[src/hdl/qmdd_pkg.sv]
// Shared types, constants and helper functions for the QAM min-distance demapper.
// No dependencies; imported by qmdd_dist_unit and qam_min_distance_demapper_core.
`default_nettype none

package qmdd_pkg;

    // table and field geometry
    localparam int MAX_POINTS = 64;
    localparam int PT_IDX_W   = $clog2(MAX_POINTS);
    localparam int LABEL_W    = 6;
    localparam int SAMPLE_W   = 16;
    localparam int DIFF_W     = SAMPLE_W + 1;
    localparam int SQ_W       = 2 * DIFF_W - 1;
    localparam int DIST_W     = SQ_W + 1;
    localparam int BPS_W      = 3;

    // configuration port
    localparam int CFG_IDX_W  = 1;
    localparam int CFG_DATA_W = 2;
    localparam logic [CFG_IDX_W-1:0] CFG_ORDER = 1'b0;
    localparam logic [CFG_IDX_W-1:0] CFG_MODE  = 1'b1;

    // command and mode codes
    localparam logic CMD_LOAD  = 1'b0;
    localparam logic CMD_DEMAP = 1'b1;
    localparam logic MODE_HARD = 1'b0;
    localparam logic MODE_BIT  = 1'b1;

    // constellation order codes
    localparam logic [1:0] ORD_QPSK  = 2'd0;
    localparam logic [1:0] ORD_QAM16 = 2'd1;

    typedef enum logic [2:0] {
        ST_IDLE,
        ST_SCAN,
        ST_DRAIN,
        ST_DECIDE,
        ST_PACK,
        ST_FLUSH
    } t_state;

    // one point read from the table, headed into the distance unit
    typedef struct packed {
        logic                       valid;
        logic [PT_IDX_W-1:0]        label;
        logic signed [SAMPLE_W-1:0] pt_i;
        logic signed [SAMPLE_W-1:0] pt_q;
    } t_pt_rd;

    // one squared distance leaving the distance unit
    typedef struct packed {
        logic                valid;
        logic [PT_IDX_W-1:0] label;
        logic [DIST_W-1:0]   sqd;
    } t_dist_out;

    // label bits per symbol, unused order code saturates to 64-QAM
    function automatic logic [BPS_W-1:0] bits_per_sym(input logic [1:0] order);
        case (order)
            ORD_QPSK:  bits_per_sym = 3'd2;
            ORD_QAM16: bits_per_sym = 3'd4;
            default:   bits_per_sym = 3'd6;
        endcase
    endfunction

    // highest label that takes part in a decision
    function automatic logic [PT_IDX_W-1:0] last_point(input logic [1:0] order);
        case (order)
            ORD_QPSK:  last_point = PT_IDX_W'(3);
            ORD_QAM16: last_point = PT_IDX_W'(15);
            default:   last_point = PT_IDX_W'(MAX_POINTS - 1);
        endcase
    endfunction

endpackage

`default_nettype wire

[src/hdl/qam_min_distance_demapper_core.sv]
// Top level of the QAM min-distance demapper: point table, sequencer, minima, bit packer.
// Depends on qmdd_pkg and qmdd_dist_unit.
//
// A load word (cmd 0) writes one constellation point and busy stays low, so loads can be
// issued back to back. A demap word (cmd 1) makes the block walk the first 4, 16 or 64
// table entries through one pipelined distance unit, one point per cycle, keeping the
// nearest point and the per-bit class minima in the same pass. A symbol holds busy
// through the table walk, the distance pipeline drain, the decision state and the packer,
// which shifts out the label bits, plus the flush state when it flushes a partial byte.
// Each result byte is shown on o_out_byte / o_last_byte for exactly one cycle with
// o_out_valid high; the receiver cannot stall it, and a symbol gives at most two bytes.
// Configuration is always ready and takes effect on the next symbol; write it only while
// busy is low.
`default_nettype none

module qam_min_distance_demapper_core
    import qmdd_pkg::*;
(
    input  wire logic                       i_clk,
    input  wire logic                       i_rst_n,
    // command channel
    input  wire logic                       start,
    output logic                            busy,
    input  wire logic                       i_cmd,
    input  wire logic [LABEL_W-1:0]         i_point_label,
    input  wire logic signed [SAMPLE_W-1:0] i_sample_i,
    input  wire logic signed [SAMPLE_W-1:0] i_sample_q,
    input  wire logic                       i_last_symbol,
    // configuration channel
    input  wire logic                       i_cfg_valid,
    output logic                            o_cfg_ready,
    input  wire logic [CFG_IDX_W-1:0]       i_cfg_index,
    input  wire logic [CFG_DATA_W-1:0]      i_cfg_data,
    // result channel
    output logic                            o_out_valid,
    output logic [7:0]                      o_out_byte,
    output logic                            o_last_byte
);

    // ---------------------------------------------------------------- registers
    t_state                      r_state, n_state;
    logic [1:0]                  r_order;
    logic                        r_mode;
    logic signed [SAMPLE_W-1:0]  r_si, n_si, r_sq, n_sq;
    logic                        r_last, n_last;
    logic [PT_IDX_W-1:0]         r_rd_idx, n_rd_idx;
    logic                        r_rd_vld, n_rd_vld;
    logic [PT_IDX_W-1:0]         r_rd_lab;
    logic [2*SAMPLE_W-1:0]       r_rd_word;
    logic [2*SAMPLE_W-1:0]       r_mem [MAX_POINTS];

    logic                        r_has_best, n_has_best;
    logic [DIST_W-1:0]           r_best, n_best;
    logic [PT_IDX_W-1:0]         r_best_lab, n_best_lab;
    logic [DIST_W-1:0]           r_min0 [LABEL_W];
    logic [DIST_W-1:0]           n_min0 [LABEL_W];
    logic [DIST_W-1:0]           r_min1 [LABEL_W];
    logic [DIST_W-1:0]           n_min1 [LABEL_W];
    logic [LABEL_W-1:0]          r_has0, n_has0, r_has1, n_has1;

    logic [LABEL_W-1:0]          r_shift, n_shift;
    logic [BPS_W-1:0]            r_bit_idx, n_bit_idx;
    logic [7:0]                  r_acc, n_acc;
    logic [2:0]                  r_fill, n_fill;
    logic                        r_out_valid, n_out_valid;
    logic [7:0]                  r_out_byte, n_out_byte;
    logic                        r_out_last, n_out_last;

    // ---------------------------------------------------------------- wires
    logic                        w_accept;
    logic                        w_cfg_we;
    t_pt_rd                      w_pt;
    t_dist_out                   w_dist;
    logic                        w_pending;
    logic [BPS_W-1:0]            w_bps;
    logic [PT_IDX_W-1:0]         w_last_pt;
    logic [LABEL_W-1:0]          w_label;
    logic                        w_bit;
    logic [7:0]                  w_acc;

    assign busy        = (r_state != ST_IDLE);
    assign o_cfg_ready = 1'b1;
    assign w_accept    = start && !busy;
    assign w_cfg_we    = i_cfg_valid && o_cfg_ready;
    assign w_bps       = bits_per_sym(r_order);
    assign w_last_pt   = last_point(r_order);

    // configuration registers
    always_ff @(posedge i_clk) begin
        if (!i_rst_n) begin
            r_order <= ORD_QPSK;
            r_mode  <= MODE_HARD;
        end else if (w_cfg_we) begin
            case (i_cfg_index)
                CFG_ORDER: r_order <= i_cfg_data[1:0];
                CFG_MODE:  r_mode  <= i_cfg_data[0];
                default:   r_order <= r_order;
            endcase
        end
    end

    // point table, one write port for loads, one registered read port for the walk
    always_ff @(posedge i_clk) begin
        if (w_accept && i_cmd == CMD_LOAD) begin
            r_mem[i_point_label[PT_IDX_W-1:0]] <= {i_sample_i, i_sample_q};
        end
        r_rd_word <= r_mem[r_rd_idx];
        r_rd_lab  <= r_rd_idx;
    end

    assign w_pt.valid = r_rd_vld;
    assign w_pt.label = r_rd_lab;
    assign w_pt.pt_i  = r_rd_word[2*SAMPLE_W-1:SAMPLE_W];
    assign w_pt.pt_q  = r_rd_word[SAMPLE_W-1:0];

    // shared distance unit
    qmdd_dist_unit u_dist (
        .i_clk      (i_clk),
        .i_rst_n    (i_rst_n),
        .i_pt       (w_pt),
        .i_sample_i (r_si),
        .i_sample_q (r_sq),
        .o_dist     (w_dist),
        .o_pending  (w_pending)
    );

    // label decision from the collected minima
    always_comb begin
        if (r_mode == MODE_HARD) begin
            w_label = r_best_lab;
        end else begin
            for (int b = 0; b < LABEL_W; b++) begin
                w_label[b] = r_has1[b] && (!r_has0[b] || (r_min1[b] < r_min0[b]));
            end
        end
    end

    // packer datapath: next label bit lands at position 7 - fill
    assign w_bit = r_shift[LABEL_W-1];
    assign w_acc = r_acc | (8'(w_bit) << (3'd7 - r_fill));

    // sequencer, minima tracking and packer
    always_comb begin
        n_state     = r_state;
        n_si        = r_si;
        n_sq        = r_sq;
        n_last      = r_last;
        n_rd_idx    = r_rd_idx;
        n_rd_vld    = 1'b0;
        n_has_best  = r_has_best;
        n_best      = r_best;
        n_best_lab  = r_best_lab;
        n_min0      = r_min0;
        n_min1      = r_min1;
        n_has0      = r_has0;
        n_has1      = r_has1;
        n_shift     = r_shift;
        n_bit_idx   = r_bit_idx;
        n_acc       = r_acc;
        n_fill      = r_fill;
        n_out_valid = 1'b0;
        n_out_byte  = r_out_byte;
        n_out_last  = r_out_last;

        // fold each arriving distance into the running minima
        if (w_dist.valid) begin
            if (!r_has_best || w_dist.sqd < r_best) begin
                n_has_best = 1'b1;
                n_best     = w_dist.sqd;
                n_best_lab = w_dist.label;
            end
            for (int b = 0; b < LABEL_W; b++) begin
                if (w_dist.label[b]) begin
                    if (!r_has1[b] || w_dist.sqd < r_min1[b]) begin
                        n_has1[b] = 1'b1;
                        n_min1[b] = w_dist.sqd;
                    end
                end else begin
                    if (!r_has0[b] || w_dist.sqd < r_min0[b]) begin
                        n_has0[b] = 1'b1;
                        n_min0[b] = w_dist.sqd;
                    end
                end
            end
        end

        case (r_state)
            ST_IDLE: begin
                if (w_accept && i_cmd == CMD_DEMAP) begin
                    n_si       = i_sample_i;
                    n_sq       = i_sample_q;
                    n_last     = i_last_symbol;
                    n_rd_idx   = '0;
                    n_has_best = 1'b0;
                    n_has0     = '0;
                    n_has1     = '0;
                    n_state    = ST_SCAN;
                end
            end
            // issue one table read per cycle
            ST_SCAN: begin
                n_rd_vld = 1'b1;
                n_rd_idx = r_rd_idx + 1'b1;
                if (r_rd_idx == w_last_pt) begin
                    n_state = ST_DRAIN;
                end
            end
            // wait until the last distance has been folded in
            ST_DRAIN: begin
                if (!r_rd_vld && !w_pending) begin
                    n_state = ST_DECIDE;
                end
            end
            // left-align the label so its msb goes out first
            ST_DECIDE: begin
                n_shift   = w_label << (3'(LABEL_W) - w_bps);
                n_bit_idx = '0;
                n_state   = ST_PACK;
            end
            // one label bit per cycle into the byte accumulator
            ST_PACK: begin
                n_shift   = r_shift << 1;
                n_bit_idx = r_bit_idx + 1'b1;
                if (r_fill == 3'd7) begin
                    n_out_valid = 1'b1;
                    n_out_byte  = w_acc;
                    n_out_last  = r_last && (r_bit_idx == w_bps - 1'b1);
                    n_acc       = '0;
                    n_fill      = '0;
                end else begin
                    n_acc  = w_acc;
                    n_fill = r_fill + 1'b1;
                end
                if (r_bit_idx == w_bps - 1'b1) begin
                    if (r_last && n_fill != 3'd0) begin
                        n_state = ST_FLUSH;
                    end else begin
                        n_state = ST_IDLE;
                    end
                end
            end
            // end of block: emit the zero-padded partial byte
            ST_FLUSH: begin
                n_out_valid = 1'b1;
                n_out_byte  = r_acc;
                n_out_last  = 1'b1;
                n_acc       = '0;
                n_fill      = '0;
                n_state     = ST_IDLE;
            end
            default: begin
                n_state = ST_IDLE;
            end
        endcase
    end

    // control state
    always_ff @(posedge i_clk) begin
        if (!i_rst_n) begin
            r_state     <= ST_IDLE;
            r_rd_vld    <= 1'b0;
            r_acc       <= '0;
            r_fill      <= '0;
            r_out_valid <= 1'b0;
            r_has_best  <= 1'b0;
            r_has0      <= '0;
            r_has1      <= '0;
        end else begin
            r_state     <= n_state;
            r_rd_vld    <= n_rd_vld;
            r_acc       <= n_acc;
            r_fill      <= n_fill;
            r_out_valid <= n_out_valid;
            r_has_best  <= n_has_best;
            r_has0      <= n_has0;
            r_has1      <= n_has1;
        end
    end

    // payload state
    always_ff @(posedge i_clk) begin
        r_si       <= n_si;
        r_sq       <= n_sq;
        r_last     <= n_last;
        r_rd_idx   <= n_rd_idx;
        r_best     <= n_best;
        r_best_lab <= n_best_lab;
        r_min0     <= n_min0;
        r_min1     <= n_min1;
        r_shift    <= n_shift;
        r_bit_idx  <= n_bit_idx;
        r_out_byte <= n_out_byte;
        r_out_last <= n_out_last;
    end

    assign o_out_valid = r_out_valid;
    assign o_out_byte  = r_out_byte;
    assign o_last_byte = r_out_last;

endmodule

`default_nettype wire

[src/hdl/qmdd_dist_unit.sv]
// Three-stage squared Euclidean distance unit: difference, square, sum.
// Depends on qmdd_pkg for widths and the t_pt_rd / t_dist_out structs.
`default_nettype none

module qmdd_dist_unit
    import qmdd_pkg::*;
(
    input  wire logic                       i_clk,
    input  wire logic                       i_rst_n,
    input  wire t_pt_rd                     i_pt,
    input  wire logic signed [SAMPLE_W-1:0] i_sample_i,
    input  wire logic signed [SAMPLE_W-1:0] i_sample_q,
    output t_dist_out                       o_dist,
    output logic                            o_pending
);

    logic                      r_v1, r_v2, r_v3;
    logic [PT_IDX_W-1:0]       r_lab1, r_lab2, r_lab3;
    logic signed [DIFF_W-1:0]  r_di, r_dq;
    logic [SQ_W-1:0]           r_sqi, r_sqq;
    logic [DIST_W-1:0]         r_dist;

    logic signed [DIFF_W-1:0]   w_di, w_dq;
    logic signed [2*DIFF_W-1:0] w_pi, w_pq;

    // sample minus point, one bit wider so it cannot overflow
    assign w_di = DIFF_W'(i_sample_i) - DIFF_W'(i_pt.pt_i);
    assign w_dq = DIFF_W'(i_sample_q) - DIFF_W'(i_pt.pt_q);

    // squares are never negative, top bit of the product is dropped
    assign w_pi = r_di * r_di;
    assign w_pq = r_dq * r_dq;

    // stage valids
    always_ff @(posedge i_clk) begin
        if (!i_rst_n) begin
            r_v1 <= 1'b0;
            r_v2 <= 1'b0;
            r_v3 <= 1'b0;
        end else begin
            r_v1 <= i_pt.valid;
            r_v2 <= r_v1;
            r_v3 <= r_v2;
        end
    end

    // datapath
    always_ff @(posedge i_clk) begin
        r_lab1 <= i_pt.label;
        r_di   <= w_di;
        r_dq   <= w_dq;
        r_lab2 <= r_lab1;
        r_sqi  <= w_pi[SQ_W-1:0];
        r_sqq  <= w_pq[SQ_W-1:0];
        r_lab3 <= r_lab2;
        r_dist <= DIST_W'(r_sqi) + DIST_W'(r_sqq);
    end

    assign o_dist.valid = r_v3;
    assign o_dist.label = r_lab3;
    assign o_dist.sqd   = r_dist;
    assign o_pending    = r_v1 | r_v2 | r_v3;

endmodule

`default_nettype wire
[config.mk]
export PLATFORM = sky130hd
export DESIGN_NAME = qam_min_distance_demapper_core
export DESIGN_NICKNAME = d
export VERILOG_FILES = /design/src/hdl/qmdd_pkg.sv /design/src/hdl/qam_min_distance_demapper_core.sv /design/src/hdl/qmdd_dist_unit.sv
export SDC_FILE = /design/constraint.sdc
export NUM_CORES = 2
export LEC_CHECK = 0
export BUFFER_PORTS_ARGS = -buffer_cell sky130_fd_sc_hd__buf_2
export CORE_MARGIN = 4
export CORE_UTILIZATION = 63
export CTS_CLUSTER_SIZE = 25
export DETAILED_ROUTE_END_ITERATION = 7
export GPL_TIMING_DRIVEN = 0
export HOLD_SLACK_MARGIN = 0.15
export PLACE_DENSITY = 0.79
export SYNTH_ARGS = -nofsm -noshare
export SYNTH_HDL_FRONTEND = slang
export SYNTH_HIERARCHICAL = 1
export SYNTH_SLANG_ARGS = --single-unit
export TNS_END_PERCENT = 30
[constraint.sdc]
create_clock -name i_clk -period 11.6 [get_ports i_clk]
set_clock_uncertainty 0.1 [all_clocks]
set_input_delay 1.74 -clock i_clk [delete_from_list [all_inputs] [get_ports i_clk]]
set_output_delay 1.74 -clock i_clk [all_outputs]
set_load 0.01 [all_outputs]
==> flow_summary.json <==
{
  "synth_adder_area_share_pct": 15.8,
  "drtIter0Drc": 10600,
  "crit_path_end_kind": "register",
  "synth-edff-count": 2553,
  "hold-path-endpoint": "u_dist/r_lab2[4]$_DFF_P_",
  "slew_viol_final": 66,
  "synth_top_cell_by_area": "edfxtp_1",
  "synth_compound_area_share_pct": 4.06,
  "drv_cap": 1,
  "fmax_mhz": 125,
  "grt_overflow": 0,
  "netlist_instances": 8408,
  "hold_depth": 0,
  "start_util_pct": 63.6,
  "status": "complete, but fails checks",
  "cts_tree": "yes",
  "drt.antenna.violating_nets": 0,
  "synth-simple-area-share_pct": 4.12,
  "arrival_ns": 8.73,
  "die_x_um": 472,
  "synthArstFlopShare_pct": 0,
  "crit_fanout": 10,
  "place_congestion": 0.916,
  "cts_made_buffers": 295,
  "tightestPinTransition_ns": 1.56,
  "synth.distinct_cells": 77,
  "wl_per_cell_um": 32.6,
  "h-tree-depth": 5,
  "synth_ff_type": "edfxtp_1",
  "netlist_top_cells_count": "edfxtp_1, inv_1, ha_1",
  "finalHoldViolCount": 0,
  "rsz0062_at_grt": "false",
  "io_pins": 59,
  "tns_ns": 0,
  "syn-mean-instance-area_sq_um": 16.1,
  "antenna_found_initial": 39,
  "fin_util_pct": 70.8,
  "coreArea_sq_mm": 0.213,
  "insertion_delay_ns": 0.97,
  "grt_pass1_vias": 82500,
  "top_layer": "met5",
  "r2r_setup_slack_ns": 3.59,
  "routed_wl_um": 387000,
  "root_buffer": "clkbuf_16",
  "setup_viol": 0,
  "cts.repair.resized": 0,
  "r2r_start": "u_dist/r_di[5]$_DFF_P_",
  "synth_top_family_by_area": "adder cells",
  "wl_met2_um": 187000,
  "syn_nets": 9850,
  "ys_ff_latch": 2776,
  "drc": 0,
  "synth_xor_area_share_pct": 0.873,
  "die_area_sq_mm": 0.223,
  "hold_path_class": "reg -> reg",
  "cts_buffer_depth": 4,
  "r2r_end": "u_dist/r_sqi[31]$_DFF_P_",
  "rows": 169,
  "dpl.hpwl_um": 239000,
  "synth_mux_area_share_pct": 11.2,
  "ctsHoldBuffers": 0,
  "portBuffers": 54,
  "min_period_over_period_pct": 69.1,
  "drt-met1-wl_um": 125000,
  "met3_length_um": 43100,
  "synth_top_area_share_pct": 56.6,
  "track_usage_pct": 35.1,
  "dr.pass1.iters": 5,
  "synth.most_common_cell": "edfxtp_1",
  "clock_sinks": 2776,
  "violations": "capacitance limit, slew limit",
  "critical_path_required_ns": 12.31,
  "grt_max_degree": 66,
  "relSlewSlack_pct": -4.16,
  "clk_pin_slew_ns": 0.07,
  "netlist_area_sq_mm": 0.135,
  "seq_area_frac_synth_pct": 59.9,
  "fin_nets": 10300,
  "yosysWarnings": 6,
  "grt_pass1_wl_um": 565000,
  "post_cts_buffers": 0,
  "worstRegToRegCells": 21,
  "path_class": "reg -> reg",
  "num_vias": 80200,
  "min_period_ns": 8.01,
  "hold_start": "u_dist/r_lab1[4]$_DFF_P_",
  "worst_setup_path_start_kind": "register",
  "drive_gt1_share_pct": 15.0,
  "syn2layout_area_growth_pct": 11.3,
  "synthTopCellsByArea": "edfxtp_1, mux4_2, ha_1",
  "dieHeight_um": 472,
  "avgViaCountPerCell": 6.74
}
-- through the flow --
step	cell area (sq um)	cells	setup slack, ns	hold slack, ns
6_report	151000	11900	3.59	0.224
2_1_floorplan	135000	8408	5.15	0.210
4_1_cts	151000	11900	3.59	0.225
3_3_place_gp	139000	11300	3.37	0.211
5_1_grt	151000	11900	3.34	0.232
3_5_place_dp	141000	11400	3.63	0.212
-- layout make-up --
type	instances	area, sq um
inverters	1202	4510
clock inverters	133	1300
multi-input cells	4209	49400
diodes	26	65.1
flip-flops and latches	2776	81100
well taps	2821	3530
clock buffers	369	7940
plain buffers	221	980
repair buffers	131	1960
fillers	12400	62100
-- cell families after synthesis --
group | count (synthesis)
simple gates | 1149
fa+ha+maj | 1395
compound gates | 849
mux | 680
other cells | 1
flops | 2776
xor+xnor | 135
buf+inv | 1423
-- layer usage --
metal / global-route usage (%) / vias to the layer above
met1: 42.5 / 40300
met4: 22.8 / 14
li1: - / 32200
met2: 57.2 / 6210
met5: 0 / -
met3: 8.41 / 1508
-- state kept, by name, summed over array words and instances, names as in the netlist, 6 cells and up --
| name | count |
|---|---|
| r_mem | 2048 |
| r_min0 | 204 |
| r_min1 | 204 |
| r_best | 34 |
| u_dist/r_dist | 34 |
| r_rd_word | 32 |
| u_dist/r_sqi | 32 |
| u_dist/r_sqq | 32 |
| u_dist/r_di | 17 |
| u_dist/r_dq | 17 |
| r_si | 16 |
| r_sq | 16 |
| o_out_byte | 8 |
| r_acc | 8 |
| r_best_lab | 6 |
| r_has0 | 6 |
| r_has1 | 6 |
| r_rd_idx | 6 |
| r_rd_lab | 6 |
| r_shift | 6 |
| u_dist/r_lab1 | 6 |
| u_dist/r_lab2 | 6 |
| u_dist/r_lab3 | 6 |
-- worst max-delay path, cell delays in order, from the launching register on --
cell	delay (ns)
dfxtp_1	0.53
clkbuf_1	0.53
clkbuf_1	0.56
nand2_1	0.26
fa_1	0.56
fa_1	0.72
inv_1	0.19
fa_1	0.50
fa_1	0.53
fa_1	0.50
inv_1	0.05
fa_1	0.49
inv_1	0.04
ha_1	0.26
clkbuf_1	0.18
a21o_1	0.21
a21oi_1	0.15
o21bai_1	0.11
o41ai_1	0.77
o2111ai_1	0.26
a21oi_1	0.22
xnor2_1	0.18
-- worst max path at each step --
| stage | start | to | slack [ns] | depth (start not counted) |
|---|---|---|---|---|
| 2_1_floorplan | u_dist/r_di[16]$_DFF_P_ | u_dist/r_sqi[31]$_DFF_P_ | 5.15 | 22 |
| 4_1_cts | u_dist/r_di[5]$_DFF_P_ | u_dist/r_sqi[31]$_DFF_P_ | 3.59 | 21 |
| 3_3_place_gp | u_dist/r_dist[27]$_DFF_P_ | r_min1[107]$_DFFE_PP_ | 3.37 | 8 |
| 6_report | u_dist/r_di[5]$_DFF_P_ | u_dist/r_sqi[31]$_DFF_P_ | 3.59 | 21 |
| 3_5_place_dp | u_dist/r_di[5]$_DFF_P_ | u_dist/r_sqi[31]$_DFF_P_ | 3.63 | 21 |
| 5_1_grt | u_dist/r_di[5]$_DFF_P_ | u_dist/r_sqi[31]$_DFF_P_ | 3.34 | 21 |
-- placed cells by master, fill, tap and decap left out, drive strengths merged, types with 13 or more instances in the layout --
cell	netlist	routed
nor2	299	299
xor2	36	36
nor3	61	61
clkinvlp	0	15
ha	872	872
a21o	156	156
a21oi	248	248
o21a	39	39
a31o	13	13
xnor2	99	99
fa	523	523
and2	112	112
edfxtp	2553	2553
nor2b	68	68
clkbuf	138	507
o21ai	167	167
mux4	672	672
a211oi	43	43
nand3	72	72
clkinv	0	88
dfxtp	223	223
diode	0	26
nand2b	41	41
nand2	307	307
nand4	94	94
bufinv	0	22
buf	83	214
or3	16	16
nand3b	15	15
inv	1202	1210
a2111oi	27	27
a31oi	19	19
o211ai	29	29
and3	22	22
Power is not shown: default switching activity piles up to over one toggle a cycle in this logic, so the estimate is an artifact.
